$ cat config.mk
export PLATFORM = sky130hd
export DESIGN_NAME = adsr_envelope_generator_core
export DESIGN_NICKNAME = d
export VERILOG_FILES = /design/src/sv/adsr_pkg.sv /design/src/sv/adsr_envelope_generator_core.sv
export SDC_FILE = /design/constraint.sdc
export NUM_CORES = 2
export LEC_CHECK = 0
export CELL_PAD_IN_SITES_DETAIL_PLACEMENT = 2
export CELL_PAD_IN_SITES_GLOBAL_PLACEMENT = 2
export CORE_MARGIN = 10
export CORE_UTILIZATION = 45
export CTS_CLUSTER_DIAMETER = 100
export DETAILED_ROUTE_END_ITERATION = 10
export DONT_BUFFER_PORTS = 1
export GPL_ROUTABILITY_DRIVEN = 0
export PLACE_DENSITY_LB_ADDON = 0.1
export SETUP_SLACK_MARGIN = 0.3
export SLEW_MARGIN = 20
export SYNTH_ARGS = -nofsm -noshare
export SYNTH_HDL_FRONTEND = slang
export SYNTH_SLANG_ARGS = --single-unit
$ cat constraint.sdc
create_clock -name clk -period 27.6 [get_ports clk]
set_clock_uncertainty 0.05 [all_clocks]
set_input_delay 1.38 -clock clk [delete_from_list [all_inputs] [get_ports clk]]
set_output_delay 1.38 -clock clk [all_outputs]
set_load 0.05 [all_outputs]
$ cat src/sv/adsr_pkg.sv
// Shared types and constants for the ADSR envelope generator.
// Holds the transfer payload structs, operation codes, register map and widths.
// No dependencies.
`default_nettype none

package adsr_pkg;

    // Field and datapath widths.
    localparam int FRAME_BITS      = 48;
    localparam int LEVEL_FRAC_BITS = 15;
    localparam int LEVEL_W         = 16;
    localparam int SR_W            = 18;
    localparam int MS_W            = 14;
    localparam int NOTE_W          = FRAME_BITS + 1;
    localparam int DIFF_W          = FRAME_BITS + 2;
    localparam int LEN_W           = 23;
    localparam int PROD_W          = LEVEL_W + LEN_W;
    localparam int SMP_QBITS       = LEVEL_FRAC_BITS + 2;
    localparam int MUL_STEPS       = LEVEL_W;
    localparam int CNT_W           = 5;
    localparam int ADDR_W          = 5;
    localparam int DATA_W          = 32;

    // Fixed-point level constants.
    localparam int unsigned ONE_INT = 1 << LEVEL_FRAC_BITS;
    localparam logic [LEVEL_W-1:0] LEVEL_ONE = LEVEL_W'(ONE_INT);
    localparam logic [LEVEL_W-1:0] LEVEL_EPS = LEVEL_W'((ONE_INT + 500) / 1000);
    localparam logic [LEN_W-1:0]   MS_DIVISOR = LEN_W'(1000);

    // Operation codes.
    localparam logic [1:0] OP_SAMPLE  = 2'd0;
    localparam logic [1:0] OP_START   = 2'd1;
    localparam logic [1:0] OP_RELEASE = 2'd2;

    // Register indexes.
    localparam logic [2:0] REG_SAMPLE_RATE = 3'd0;
    localparam logic [2:0] REG_ATTACK_MS   = 3'd1;
    localparam logic [2:0] REG_DECAY_MS    = 3'd2;
    localparam logic [2:0] REG_SUSTAIN     = 3'd3;
    localparam logic [2:0] REG_RELEASE_MS  = 3'd4;

    // Reset values.
    localparam logic [SR_W-1:0]    SAMPLE_RATE_RST = SR_W'(44100);
    localparam logic [MS_W-1:0]    ATTACK_MS_RST   = MS_W'(10);
    localparam logic [MS_W-1:0]    DECAY_MS_RST    = MS_W'(100);
    localparam logic [LEVEL_W-1:0] SUSTAIN_RST     = LEVEL_W'(16384);
    localparam logic [MS_W-1:0]    RELEASE_MS_RST  = MS_W'(200);
    localparam logic [LEVEL_W-1:0] HELD_RST        = LEVEL_W'(16384);
    localparam logic signed [NOTE_W-1:0] NOTE_START_RST   = NOTE_W'(-64'sd88200);
    localparam logic signed [NOTE_W-1:0] NOTE_RELEASE_RST = NOTE_W'(-64'sd44200);

    // Request and response payloads.
    typedef struct packed {
        logic [1:0]            op;
        logic [FRAME_BITS-1:0] frame;
    } req_t;

    typedef struct packed {
        logic [LEVEL_W-1:0] level;
        logic               bad_frame;
    } rsp_t;

endpackage

`default_nettype wire

$ cat src/sv/adsr_envelope_generator_core.sv
// Top level of the linear ADSR envelope generator with its APB register file.
// Uses a bit-serial shift-add multiplier and a restoring divider; needs adsr_pkg.
// Note start/release events are registered directly from the idle state; a sample request
// passes through setup and classification to the hand-over state, which waits for a free
// output register; a ramp adds 16 multiply steps, then 17 divide steps, one bit per cycle.
// Throughput: one event per cycle while req_ready is high; one request in flight at a time.
// Segment lengths are recomputed after reset and after each register write, and req_ready
// stays low until they are done. rst_n clears all control state.
`default_nettype none

module adsr_envelope_generator_core (
    input  wire                          clk,
    input  wire                          rst_n,
    // Item channels.
    input  wire                          req_valid,
    output logic                         req_ready,
    input  adsr_pkg::req_t               req,
    output logic                         rsp_valid,
    input  wire                          rsp_ready,
    output adsr_pkg::rsp_t               rsp,
    // Configuration port.
    input  wire                          psel,
    input  wire                          penable,
    input  wire                          pwrite,
    input  wire  [adsr_pkg::ADDR_W-1:0]  paddr,
    input  wire  [adsr_pkg::DATA_W-1:0]  pwdata,
    output logic [adsr_pkg::DATA_W-1:0]  prdata,
    output logic                         pready
);

    import adsr_pkg::*;

    typedef enum logic [2:0] {
        ST_IDLE,
        ST_SETUP,
        ST_CLASS,
        ST_MUL,
        ST_DIV_LOAD,
        ST_DIV,
        ST_FINISH,
        ST_DONE
    } state_t;

    typedef enum logic [2:0] {
        JOB_ATTACK,
        JOB_DECAY,
        JOB_RELEASE,
        JOB_LEN_A,
        JOB_LEN_D,
        JOB_LEN_R
    } job_t;

    // Configuration registers.
    logic [SR_W-1:0]    sample_rate_reg;
    logic [MS_W-1:0]    attack_ms_reg;
    logic [MS_W-1:0]    decay_ms_reg;
    logic [LEVEL_W-1:0] sustain_reg;
    logic [MS_W-1:0]    release_ms_reg;
    logic               cfg_wr;

    // Control state.
    state_t                     state_reg, state_next;
    logic                       dirty_reg, dirty_next;
    logic                       rsp_valid_reg, rsp_valid_next;
    rsp_t                       rsp_reg, rsp_next;
    logic signed [NOTE_W-1:0]   note_start_reg, note_start_next;
    logic signed [NOTE_W-1:0]   note_release_reg, note_release_next;
    logic [LEVEL_W-1:0]         held_reg, held_next;

    // Datapath registers.
    logic [FRAME_BITS-1:0]      frame_reg, frame_next;
    logic signed [DIFF_W-1:0]   t_reg, t_next;
    logic signed [DIFF_W-1:0]   rd_reg, rd_next;
    logic                       held_mode_reg, held_mode_next;
    job_t                       job_reg, job_next;
    logic [LEVEL_W-1:0]         k_reg, k_next;
    logic [LEN_W-1:0]           x_reg, x_next;
    logic [PROD_W-1:0]          acc_reg, acc_next;
    logic [LEN_W-1:0]           rem_reg, rem_next;
    logic [LEN_W-1:0]           lo_reg, lo_next;
    logic [LEN_W-1:0]           q_reg, q_next;
    logic [LEN_W-1:0]           div_reg, div_next;
    logic [CNT_W-1:0]           cnt_reg, cnt_next;
    logic [LEN_W-1:0]           a_len_reg, a_len_next;
    logic [LEN_W-1:0]           d_len_reg, d_len_next;
    logic [LEN_W-1:0]           r_len_reg, r_len_next;
    logic [LEVEL_W-1:0]         res_level_reg, res_level_next;
    logic                       res_bad_reg, res_bad_next;

    // Combinational helpers.
    logic [LEVEL_W-1:0]         sustain_clamp;
    logic signed [DIFF_W-1:0]   u_diff;
    logic                       rel_zero;
    logic [LEN_W-1:0]           rel_dist;
    logic [LEN_W:0]             trial;
    logic [LEN_W:0]             div_ext;
    logic                       len_job;
    logic [CNT_W-1:0]           div_last;
    logic [LEVEL_W-1:0]         lv;

    // Configuration port: writes complete in the access phase, no wait states.
    assign pready = 1'b1;
    assign cfg_wr = psel && penable && pwrite;

    always_ff @(posedge clk or negedge rst_n)
    begin
        if (!rst_n)
        begin
            sample_rate_reg <= SAMPLE_RATE_RST;
            attack_ms_reg   <= ATTACK_MS_RST;
            decay_ms_reg    <= DECAY_MS_RST;
            sustain_reg     <= SUSTAIN_RST;
            release_ms_reg  <= RELEASE_MS_RST;
        end
        else if (cfg_wr)
        begin
            case (paddr[ADDR_W-1:2])
                REG_SAMPLE_RATE: sample_rate_reg <= pwdata[SR_W-1:0];
                REG_ATTACK_MS:   attack_ms_reg   <= pwdata[MS_W-1:0];
                REG_DECAY_MS:    decay_ms_reg    <= pwdata[MS_W-1:0];
                REG_SUSTAIN:     sustain_reg     <= pwdata[LEVEL_W-1:0];
                REG_RELEASE_MS:  release_ms_reg  <= pwdata[MS_W-1:0];
                default:         ;
            endcase
        end
    end

    // Register read-back.
    always_comb
    begin
        case (paddr[ADDR_W-1:2])
            REG_SAMPLE_RATE: prdata = DATA_W'(sample_rate_reg);
            REG_ATTACK_MS:   prdata = DATA_W'(attack_ms_reg);
            REG_DECAY_MS:    prdata = DATA_W'(decay_ms_reg);
            REG_SUSTAIN:     prdata = DATA_W'(sustain_reg);
            REG_RELEASE_MS:  prdata = DATA_W'(release_ms_reg);
            default:         prdata = '0;
        endcase
    end

    // Segment classification helpers.
    assign sustain_clamp = (sustain_reg > LEVEL_ONE) ? LEVEL_ONE : sustain_reg;
    assign u_diff = t_reg - $signed({{(DIFF_W-LEN_W){1'b0}}, a_len_reg});
    assign rel_zero = (r_len_reg == '0) ||
                      (!rd_reg[DIFF_W-1] &&
                       (rd_reg >= $signed({{(DIFF_W-LEN_W){1'b0}}, r_len_reg})));
    assign rel_dist = rd_reg[DIFF_W-1] ? '0 : rd_reg[LEN_W-1:0];

    // One restoring division step.
    assign div_ext  = {1'b0, div_reg};
    assign trial    = {rem_reg, lo_reg[LEN_W-1]};
    assign len_job  = (job_reg == JOB_LEN_A) || (job_reg == JOB_LEN_D) ||
                      (job_reg == JOB_LEN_R);
    assign div_last = len_job ? CNT_W'(LEN_W - 1) : CNT_W'(SMP_QBITS - 1);

    assign req_ready = (state_reg == ST_IDLE) && !dirty_reg;
    assign rsp_valid = rsp_valid_reg;
    assign rsp       = rsp_reg;

    // Sequencer next-state logic.
    always_comb
    begin
        state_next        = state_reg;
        dirty_next        = dirty_reg;
        rsp_valid_next    = rsp_valid_reg;
        rsp_next          = rsp_reg;
        note_start_next   = note_start_reg;
        note_release_next = note_release_reg;
        held_next         = held_reg;
        frame_next        = frame_reg;
        t_next            = t_reg;
        rd_next           = rd_reg;
        held_mode_next    = held_mode_reg;
        job_next          = job_reg;
        k_next            = k_reg;
        x_next            = x_reg;
        acc_next          = acc_reg;
        rem_next          = rem_reg;
        lo_next           = lo_reg;
        q_next            = q_reg;
        div_next          = div_reg;
        cnt_next          = cnt_reg;
        a_len_next        = a_len_reg;
        d_len_next        = d_len_reg;
        r_len_next        = r_len_reg;
        res_level_next    = res_level_reg;
        res_bad_next      = res_bad_reg;
        lv                = q_reg[LEVEL_W-1:0];

        // The output register empties on a completed transfer.
        if (rsp_valid_reg && rsp_ready)
        begin
            rsp_valid_next = 1'b0;
        end

        case (state_reg)
            ST_IDLE:
            begin
                if (dirty_reg)
                begin
                    // Recompute the attack length first, then decay and release.
                    dirty_next = 1'b0;
                    job_next   = JOB_LEN_A;
                    k_next     = LEVEL_W'(attack_ms_reg);
                    x_next     = LEN_W'(sample_rate_reg);
                    div_next   = MS_DIVISOR;
                    acc_next   = '0;
                    cnt_next   = '0;
                    state_next = ST_MUL;
                end
                else if (req_valid)
                begin
                    case (req.op)
                        OP_SAMPLE:
                        begin
                            frame_next = req.frame;
                            state_next = ST_SETUP;
                        end
                        OP_START:   note_start_next   = $signed({1'b0, req.frame});
                        OP_RELEASE: note_release_next = $signed({1'b0, req.frame});
                        default:    ;
                    endcase
                end
            end

            ST_SETUP:
            begin
                // Distances from the start and release events, and the note mode.
                t_next = $signed({2'b00, frame_reg}) -
                         $signed({note_start_reg[NOTE_W-1], note_start_reg});
                rd_next = $signed({2'b00, frame_reg}) -
                          $signed({note_release_reg[NOTE_W-1], note_release_reg});
                held_mode_next = (note_start_reg >= note_release_reg);
                state_next = ST_CLASS;
            end

            ST_CLASS:
            begin
                acc_next     = '0;
                cnt_next     = '0;
                res_bad_next = 1'b0;
                if (t_reg[DIFF_W-1])
                begin
                    // Frame before the note start.
                    res_level_next = '0;
                    res_bad_next   = 1'b1;
                    state_next     = ST_DONE;
                end
                else if (held_mode_reg)
                begin
                    if (u_diff > $signed({{(DIFF_W-LEN_W){1'b0}}, d_len_reg}))
                    begin
                        // Sustain plateau.
                        res_level_next = sustain_clamp;
                        held_next      = sustain_clamp;
                        state_next     = ST_DONE;
                    end
                    else if (!u_diff[DIFF_W-1] && (u_diff != '0))
                    begin
                        job_next   = JOB_DECAY;
                        k_next     = LEVEL_ONE - sustain_clamp;
                        x_next     = u_diff[LEN_W-1:0];
                        div_next   = d_len_reg;
                        state_next = ST_MUL;
                    end
                    else if (a_len_reg == '0)
                    begin
                        // A zero-length attack starts at full level.
                        res_level_next = LEVEL_ONE;
                        held_next      = LEVEL_ONE;
                        state_next     = ST_DONE;
                    end
                    else
                    begin
                        job_next   = JOB_ATTACK;
                        k_next     = LEVEL_ONE - LEVEL_EPS;
                        x_next     = t_reg[LEN_W-1:0];
                        div_next   = a_len_reg;
                        state_next = ST_MUL;
                    end
                end
                else if (rel_zero)
                begin
                    // Release finished, or a zero-length release.
                    res_level_next = '0;
                    state_next     = ST_DONE;
                end
                else
                begin
                    job_next   = JOB_RELEASE;
                    k_next     = held_reg;
                    x_next     = r_len_reg - rel_dist;
                    div_next   = r_len_reg;
                    state_next = ST_MUL;
                end
            end

            ST_MUL:
            begin
                // Shift-add multiply, multiplier bits taken most significant first.
                acc_next = {acc_reg[PROD_W-2:0], 1'b0} +
                           (k_reg[LEVEL_W-1] ? PROD_W'(x_reg) : '0);
                k_next   = {k_reg[LEVEL_W-2:0], 1'b0};
                cnt_next = cnt_reg + 1'b1;
                if (cnt_reg == CNT_W'(MUL_STEPS - 1))
                begin
                    state_next = ST_DIV_LOAD;
                end
            end

            ST_DIV_LOAD:
            begin
                // The quotient bound fixes how many dividend bits enter the remainder.
                if (len_job)
                begin
                    rem_next = LEN_W'(acc_reg[PROD_W-1:LEN_W]);
                    lo_next  = acc_reg[LEN_W-1:0];
                end
                else
                begin
                    rem_next = LEN_W'(acc_reg[PROD_W-1:SMP_QBITS]);
                    lo_next  = {acc_reg[SMP_QBITS-1:0], {(LEN_W-SMP_QBITS){1'b0}}};
                end
                q_next     = '0;
                cnt_next   = '0;
                state_next = ST_DIV;
            end

            ST_DIV:
            begin
                if (trial >= div_ext)
                begin
                    rem_next = LEN_W'(trial - div_ext);
                    q_next   = {q_reg[LEN_W-2:0], 1'b1};
                end
                else
                begin
                    rem_next = trial[LEN_W-1:0];
                    q_next   = {q_reg[LEN_W-2:0], 1'b0};
                end
                lo_next  = {lo_reg[LEN_W-2:0], 1'b0};
                cnt_next = cnt_reg + 1'b1;
                if (cnt_reg == div_last)
                begin
                    state_next = ST_FINISH;
                end
            end

            ST_FINISH:
            begin
                acc_next = '0;
                cnt_next = '0;
                case (job_reg)
                    JOB_LEN_A:
                    begin
                        a_len_next = q_reg;
                        job_next   = JOB_LEN_D;
                        k_next     = LEVEL_W'(decay_ms_reg);
                        x_next     = LEN_W'(sample_rate_reg);
                        state_next = ST_MUL;
                    end
                    JOB_LEN_D:
                    begin
                        d_len_next = q_reg;
                        job_next   = JOB_LEN_R;
                        k_next     = LEVEL_W'(release_ms_reg);
                        x_next     = LEN_W'(sample_rate_reg);
                        state_next = ST_MUL;
                    end
                    JOB_LEN_R:
                    begin
                        r_len_next = q_reg;
                        state_next = ST_IDLE;
                    end
                    JOB_ATTACK:
                    begin
                        lv             = LEVEL_EPS + q_reg[LEVEL_W-1:0];
                        res_level_next = lv;
                        held_next      = lv;
                        state_next     = ST_DONE;
                    end
                    JOB_DECAY:
                    begin
                        lv             = LEVEL_ONE - q_reg[LEVEL_W-1:0];
                        res_level_next = lv;
                        held_next      = lv;
                        state_next     = ST_DONE;
                    end
                    JOB_RELEASE:
                    begin
                        res_level_next = lv;
                        state_next     = ST_DONE;
                    end
                    default:
                    begin
                        state_next = ST_IDLE;
                    end
                endcase
            end

            ST_DONE:
            begin
                // Hand the result over once the output register is free.
                if (!rsp_valid_reg || rsp_ready)
                begin
                    rsp_next.level     = res_level_reg;
                    rsp_next.bad_frame = res_bad_reg;
                    rsp_valid_next     = 1'b1;
                    state_next         = ST_IDLE;
                end
            end

            default:
            begin
                state_next = ST_IDLE;
            end
        endcase

        // Any register write forces the segment lengths to be recomputed.
        if (cfg_wr)
        begin
            dirty_next = 1'b1;
        end
    end

    // Control state and registered outputs.
    always_ff @(posedge clk or negedge rst_n)
    begin
        if (!rst_n)
        begin
            state_reg        <= ST_IDLE;
            dirty_reg        <= 1'b1;
            rsp_valid_reg    <= 1'b0;
            rsp_reg          <= '0;
            note_start_reg   <= NOTE_START_RST;
            note_release_reg <= NOTE_RELEASE_RST;
            held_reg         <= HELD_RST;
        end
        else
        begin
            state_reg        <= state_next;
            dirty_reg        <= dirty_next;
            rsp_valid_reg    <= rsp_valid_next;
            rsp_reg          <= rsp_next;
            note_start_reg   <= note_start_next;
            note_release_reg <= note_release_next;
            held_reg         <= held_next;
        end
    end

    // Datapath registers.
    always_ff @(posedge clk)
    begin
        frame_reg     <= frame_next;
        t_reg         <= t_next;
        rd_reg        <= rd_next;
        held_mode_reg <= held_mode_next;
        job_reg       <= job_next;
        k_reg         <= k_next;
        x_reg         <= x_next;
        acc_reg       <= acc_next;
        rem_reg       <= rem_next;
        lo_reg        <= lo_next;
        q_reg         <= q_next;
        div_reg       <= div_next;
        cnt_reg       <= cnt_next;
        a_len_reg     <= a_len_next;
        d_len_reg     <= d_len_next;
        r_len_reg     <= r_len_next;
        res_level_reg <= res_level_next;
        res_bad_reg   <= res_bad_next;
    end

    // The divider never starts with a zero divisor.
    assert property (@(posedge clk) disable iff (!rst_n)
        (state_reg == ST_DIV_LOAD) |-> (div_reg != '0))
        else $error("divider started with a zero divisor");

    // A ramp quotient never exceeds full level.
    assert property (@(posedge clk) disable iff (!rst_n)
        ((state_reg == ST_FINISH) &&
         ((job_reg == JOB_ATTACK) || (job_reg == JOB_DECAY) ||
          (job_reg == JOB_RELEASE)))
        |-> (q_reg <= LEN_W'(LEVEL_ONE)))
        else $error("ramp quotient above full level");

    // The remembered level never exceeds full level (1.0 in Q1.15).
    assert property (@(posedge clk) disable iff (!rst_n)
        held_reg <= LEVEL_ONE)
        else $error("held level above full level");

    // A response appears only from the hand-over state.
    assert property (@(posedge clk) disable iff (!rst_n)
        $rose(rsp_valid_reg) |-> ($past(state_reg) == ST_DONE))
        else $error("response raised outside the hand-over state");

endmodule

`default_nettype wire
# Yosys cells after proc, flatten, opt, wreduce, memory -nomap -nowiden
# Index checks and enable logic that the tools add are counted.
# totals
elab_cells	225
register_bits	625
input_bits	94
# op_classes
magnitude_cmp	5
muxes	83
addsub	10
n_eq_ne	40
bitwise_logic	1
reduce_logical	55
# ops
operator	count
23-bit 2-to-1 mux	19
16-bit 2-to-1 mux	16
23-bit one-hot mux with 2 select lines	4
16-bit one-hot mux with 2 select lines	4
39-bit one-hot mux with 3 select lines	1
49-bit by 49-bit subtractor with 50-bit output	2
18-bit one-hot mux with 5 select lines	1
23-bit one-hot mux with 3 select lines	1
16-bit one-hot mux with 4 select lines	1
3-bit 2-to-1 mux	20
50-bit by 24-bit >= comparator with 1-bit output	1
50-bit by 24-bit > comparator with 1-bit output	1
50-bit nonzero test	1
50-bit by 24-bit subtractor with 50-bit output	1
49-bit >= comparator	1
16-bit one-hot mux with 3 select lines	1
23-bit logical NOT	2
23-bit subtractor	2
39-bit by 23-bit adder with 39-bit output	1
39-bit 2-to-1 mux	1
16-bit subtractor, first input constant	2
24-bit by 23-bit >= comparator with 1-bit output	1
3-bit one-hot mux with 8 select lines	1
22-bit 2-to-1 mux	1
other kinds (36)	108

# Logic depth before layout (Yosys ltp)
# logic_depth
depth_word	8
mapped_depth	22
depth_no_buf	20

# Worst setup path before layout
# Ideal clock, no wire load.
# synth_path
kind	reg2reg
start	reg state_reg[2]
end	reg held_mode_reg, enable pin
setup_slack_ns	18.519
setup_time_ns	0.705
stages_incl_launch_ff	5
t_arrival_ns	8.326
n_path_buf	3
required_time_ns	26.845
synth_period_minus_slack_ns	9.081
path_cell_list	dfrtp_1 -> clkbuf_1 -> clkbuf_1 -> clkbuf_1 -> nor3b_1
# synth_via
elab_chain_len	1
# synth_lines
element	line	rtl
start, declared	adsr_envelope_generator_core.sv:62	state_t state_reg, state_next;
start signal, assigned	adsr_envelope_generator_core.sv:441	state_reg <= state_next;
3-bit by 1-bit equality test with 1-bit output	adsr_envelope_generator_core.sv:196	case (state_reg)
end signal, assigned	adsr_envelope_generator_core.sv:457	held_mode_reg <= held_mode_next;
end, declared	adsr_envelope_generator_core.sv:74	logic held_mode_reg, held_mode_next;
# Every way passes these cells.
# A chain may end at the register's enable or synchronous reset.

# Worst setup path in the final report
# layout_path
start	reg t_reg[0]
end	reg div_reg[2], enable pin
# layout_via
elab_chain_len	5
elab_cells_between_ends	8
cone_classes	1 x add/sub; 1 x order compare; 2 x eq/ne; 4 x reduce/logical
# layout_lines
element	line	rtl
start, declared	adsr_envelope_generator_core.sv:72	logic signed [DIFF_W-1:0] t_reg, t_next;
start signal, assigned	adsr_envelope_generator_core.sv:455	t_reg <= t_next;
50-bit by 24-bit subtractor with 50-bit output (*)	adsr_envelope_generator_core.sv:143	assign u_diff = t_reg - $signed({{(DIFF_W-LEN_W){1'b0}}, a_len_reg});
parallel branches: the longest is 3 deep, another holds 50-bit by 24-bit > comparator with 1-bit output	--	
6-bit AND reduction (no line) (*)	--	
end signal, assigned	adsr_envelope_generator_core.sv:465	div_reg <= div_next;
end, declared	adsr_envelope_generator_core.sv:82	logic [LEN_W-1:0] div_reg, div_next;
# Every way passes the cells marked *.

==> impl_metrics.toml <==
[critical_path]
crit_path_end_kind = "register"
r2r_slack_ns = 21.01
r2r-start = "t_reg[0]$_DFFE_PP_"
r2r-end = "div_reg[2]$_SDFFCE_PN0P_"
worstSetupPathType = "reg2reg"
critPathLaunchType = "register"
worstPathArrival_ns = 6.85
r2r_cells = 19
crit_fanout = 23
cp_data_required_time_ns = 27.86

[sta]
max_freq_mhz = 152
min_period_over_period_pct = 23.9
period_needed_ns = 6.59
drv_slew = 0
rsz0062_at_grt = "no"
finalHoldViolCount = 0
setup_tns_ns = 0
setup_violations = 0
tightest_slew_ns = 1.20
slew_headroom_pct = 21.2

[floorplan]
ios = 146
die_h_um = 321
start_util_pct = 45.3
fp.dieArea_um2 = 103000
die_w_um = 321
rows = 110
core-area_um2 = 90000

[routing]
drt_wl_total_mm = 146
ant_nets = 0
first_pass_iters = 5
drc = 0
post_drt_wl_per_cell_um = 27.9
drt_iter0_drc = 2436
vias = 32800
via_per_inst = 6.27

[run_status]
status = "complete, no violations"

[flow_run]
maxCapViolCount = 0

[yosys]
synth-async-reset-ratio_pct = 33.9
yosys_most_used_dff = "edfxtp_1"
synth_cells = 4023
ys_seq_elements = 625
ys_types = 106
synth_edf_count = 413
yosysSeqAreaShare_pct = 43.7
syn_area_per_cell_um2 = 10.1
yosysWarningCount = 0
syn_area_um2 = 40800

[layout]
drive_gt1_share_pct = 14.0
fin_nets = 4384
finish.utilization_pct = 49.5
layout_common_cells = "edfxtp_1 (413), nand2_1 (289), ha_1 (287)"
layout_commonest_cell = "edfxtp_1"
area_growth_syn_to_layout_pct = 9.19

[cts]
cts_buffers = 78
postCtsHoldBufs = 0
cts-root-buf = "clkbuf_16"
cts_tree = "yes"
postCtsSetupBuffers = 0
clkTransAtPathRegs_ns = 0.06
clock-sinks = 625
clockBufferDepth = 3
cts_resized = 0
cts_htree_levels = 3
clock_insertion_delay_worst_skew_ns = 0.67

[grt]
antenna_found_initial = 6
grt_overflow = 0
grt_pass1_vias = 35600
grt_first_pass_wirelength_mm = 223
track_usage_pct = 27.8
grt_max_degree = 213

[placement]
io_buffer_count = 0
place.detailed.hpwl_mm = 109

[min_path]
hold_path_class = "in2async"

[pwr]
worst_ir_drop_vdd_mv = 0.100
powerDensity_nw_per_um2 = 125
leakage_nw = 17.8
## metal layers
| layer | up-vias | track usage [%] | part of all wire [%] |
|---|---|---|---|
| met3 | 240 | 4.49 | 5.2 |
| met2 | 841 | 46.9 | 48 |
| met5 | - | 0 | 0.0089 |
| met4 | 2 | 10.4 | 3.9 |
| met1 | 16900 | 35.5 | 43 |
| li1 | 14800 | - | - |
## cell type report
cell class,count,area [µm²]
fill,9184,45500
multi-input combinational,2977,21400
sequential,625,17800
clock buffer,111,2240
tap,1176,1470
inverter,261,980
timing repair buffer,54,405
clock inverter,28,219
antenna,1,2.50
## worst max-delay path, stage by stage, from the launching register on
cell and delay (ns):
edfxtp_1 0.55, inv_1 0.08, ha_1 0.24, fa_1 0.42
nand2b_1 0.21, a211oi_2 0.49, o211a_1 0.36, nor3_1 0.09
a311oi_1 0.62, ha_1 0.37, nor2b_1 0.14, o21ai_0 0.16
o211ai_1 0.13, a21oi_1 0.14, a211oi_1 0.09, or3_1 0.38
o21ai_0 0.64, nand3_1 0.25, a2111oi_2 0.40, buf_4 0.40
## cells by family after synthesis
group	count (synthesis)	synth area share [%]
other cells	2	0.0184
compound gates	1057	17.0
xor+xnor	199	4.27
flops	625	43.7
mux	273	7.47
buf+inv	434	4.30
simple gates	1140	14.1
fa+ha+maj	293	9.10
## cells in the mapped netlist, types with 56 or more instances
| library cell | number | area (µm²) |
|---|---|---|
| edfxtp_1 | 413 | 12400 |
| nand2_1 | 290 | 1090 |
| ha_1 | 287 | 3590 |
| nor2_1 | 267 | 1000 |
| inv_1 | 259 | 972 |
| a21oi_1 | 243 | 1220 |
| o21ai_0 | 224 | 1120 |
| mux2_2 | 215 | 2420 |
| a21o_1 | 135 | 1010 |
| xnor2_1 | 126 | 1100 |
| clkbuf_1 | 117 | 439 |
| dfrtp_1 | 114 | 2850 |
| dfstp_2 | 98 | 2570 |
| nand3_1 | 76 | 380 |
| nor3_1 | 76 | 380 |
| xor2_1 | 73 | 639 |
| a31oi_1 | 65 | 407 |
| nand4_1 | 62 | 388 |
| and3_1 | 57 | 357 |
| nand2b_1 | 56 | 350 |
## metrics by stage
stage	cell area [µm²]	hold slack [ns]	instances	setup slack, ns	power (mW)
after floorplan	40800	0.390	4036	18.52	3.63
after global placement	42100	0.411	5093	21.30	4.38
after detailed placement	42100	0.423	5093	21.12	4.54
after CTS	44500	0.351	5232	21.06	5.60
after global routing	44500	0.336	5232	20.62	5.95
final	44500	0.363	5233	21.01	5.59
## how the worst max path moves through the flow
stage | start | slack, ns | end | depth (start not counted)
floorplan | state_reg[2]$_DFFE_PN0P_ | 18.52 | held_mode_reg$_DFFE_PP_ | 4
global placement | t_reg[0]$_DFFE_PP_ | 21.30 | div_reg[21]$_SDFFCE_PN0P_ | 19
detailed placement | t_reg[0]$_DFFE_PP_ | 21.12 | div_reg[21]$_SDFFCE_PN0P_ | 19
CTS | t_reg[0]$_DFFE_PP_ | 21.06 | div_reg[7]$_SDFFCE_PN1P_ | 19
global route | t_reg[0]$_DFFE_PP_ | 20.62 | div_reg[12]$_SDFFCE_PN0P_ | 19
finish | t_reg[0]$_DFFE_PP_ | 21.01 | div_reg[2]$_SDFFCE_PN0P_ | 19
## report_power, final
| part | internal (mW) | switching, mW |
|---|---|---|
| Sequential | 1.52 | 0.386 |
| Clock | 0.583 | 0.427 |
| Combinational | 1.01 | 1.66 |
(Power assumes the default switching activity.)
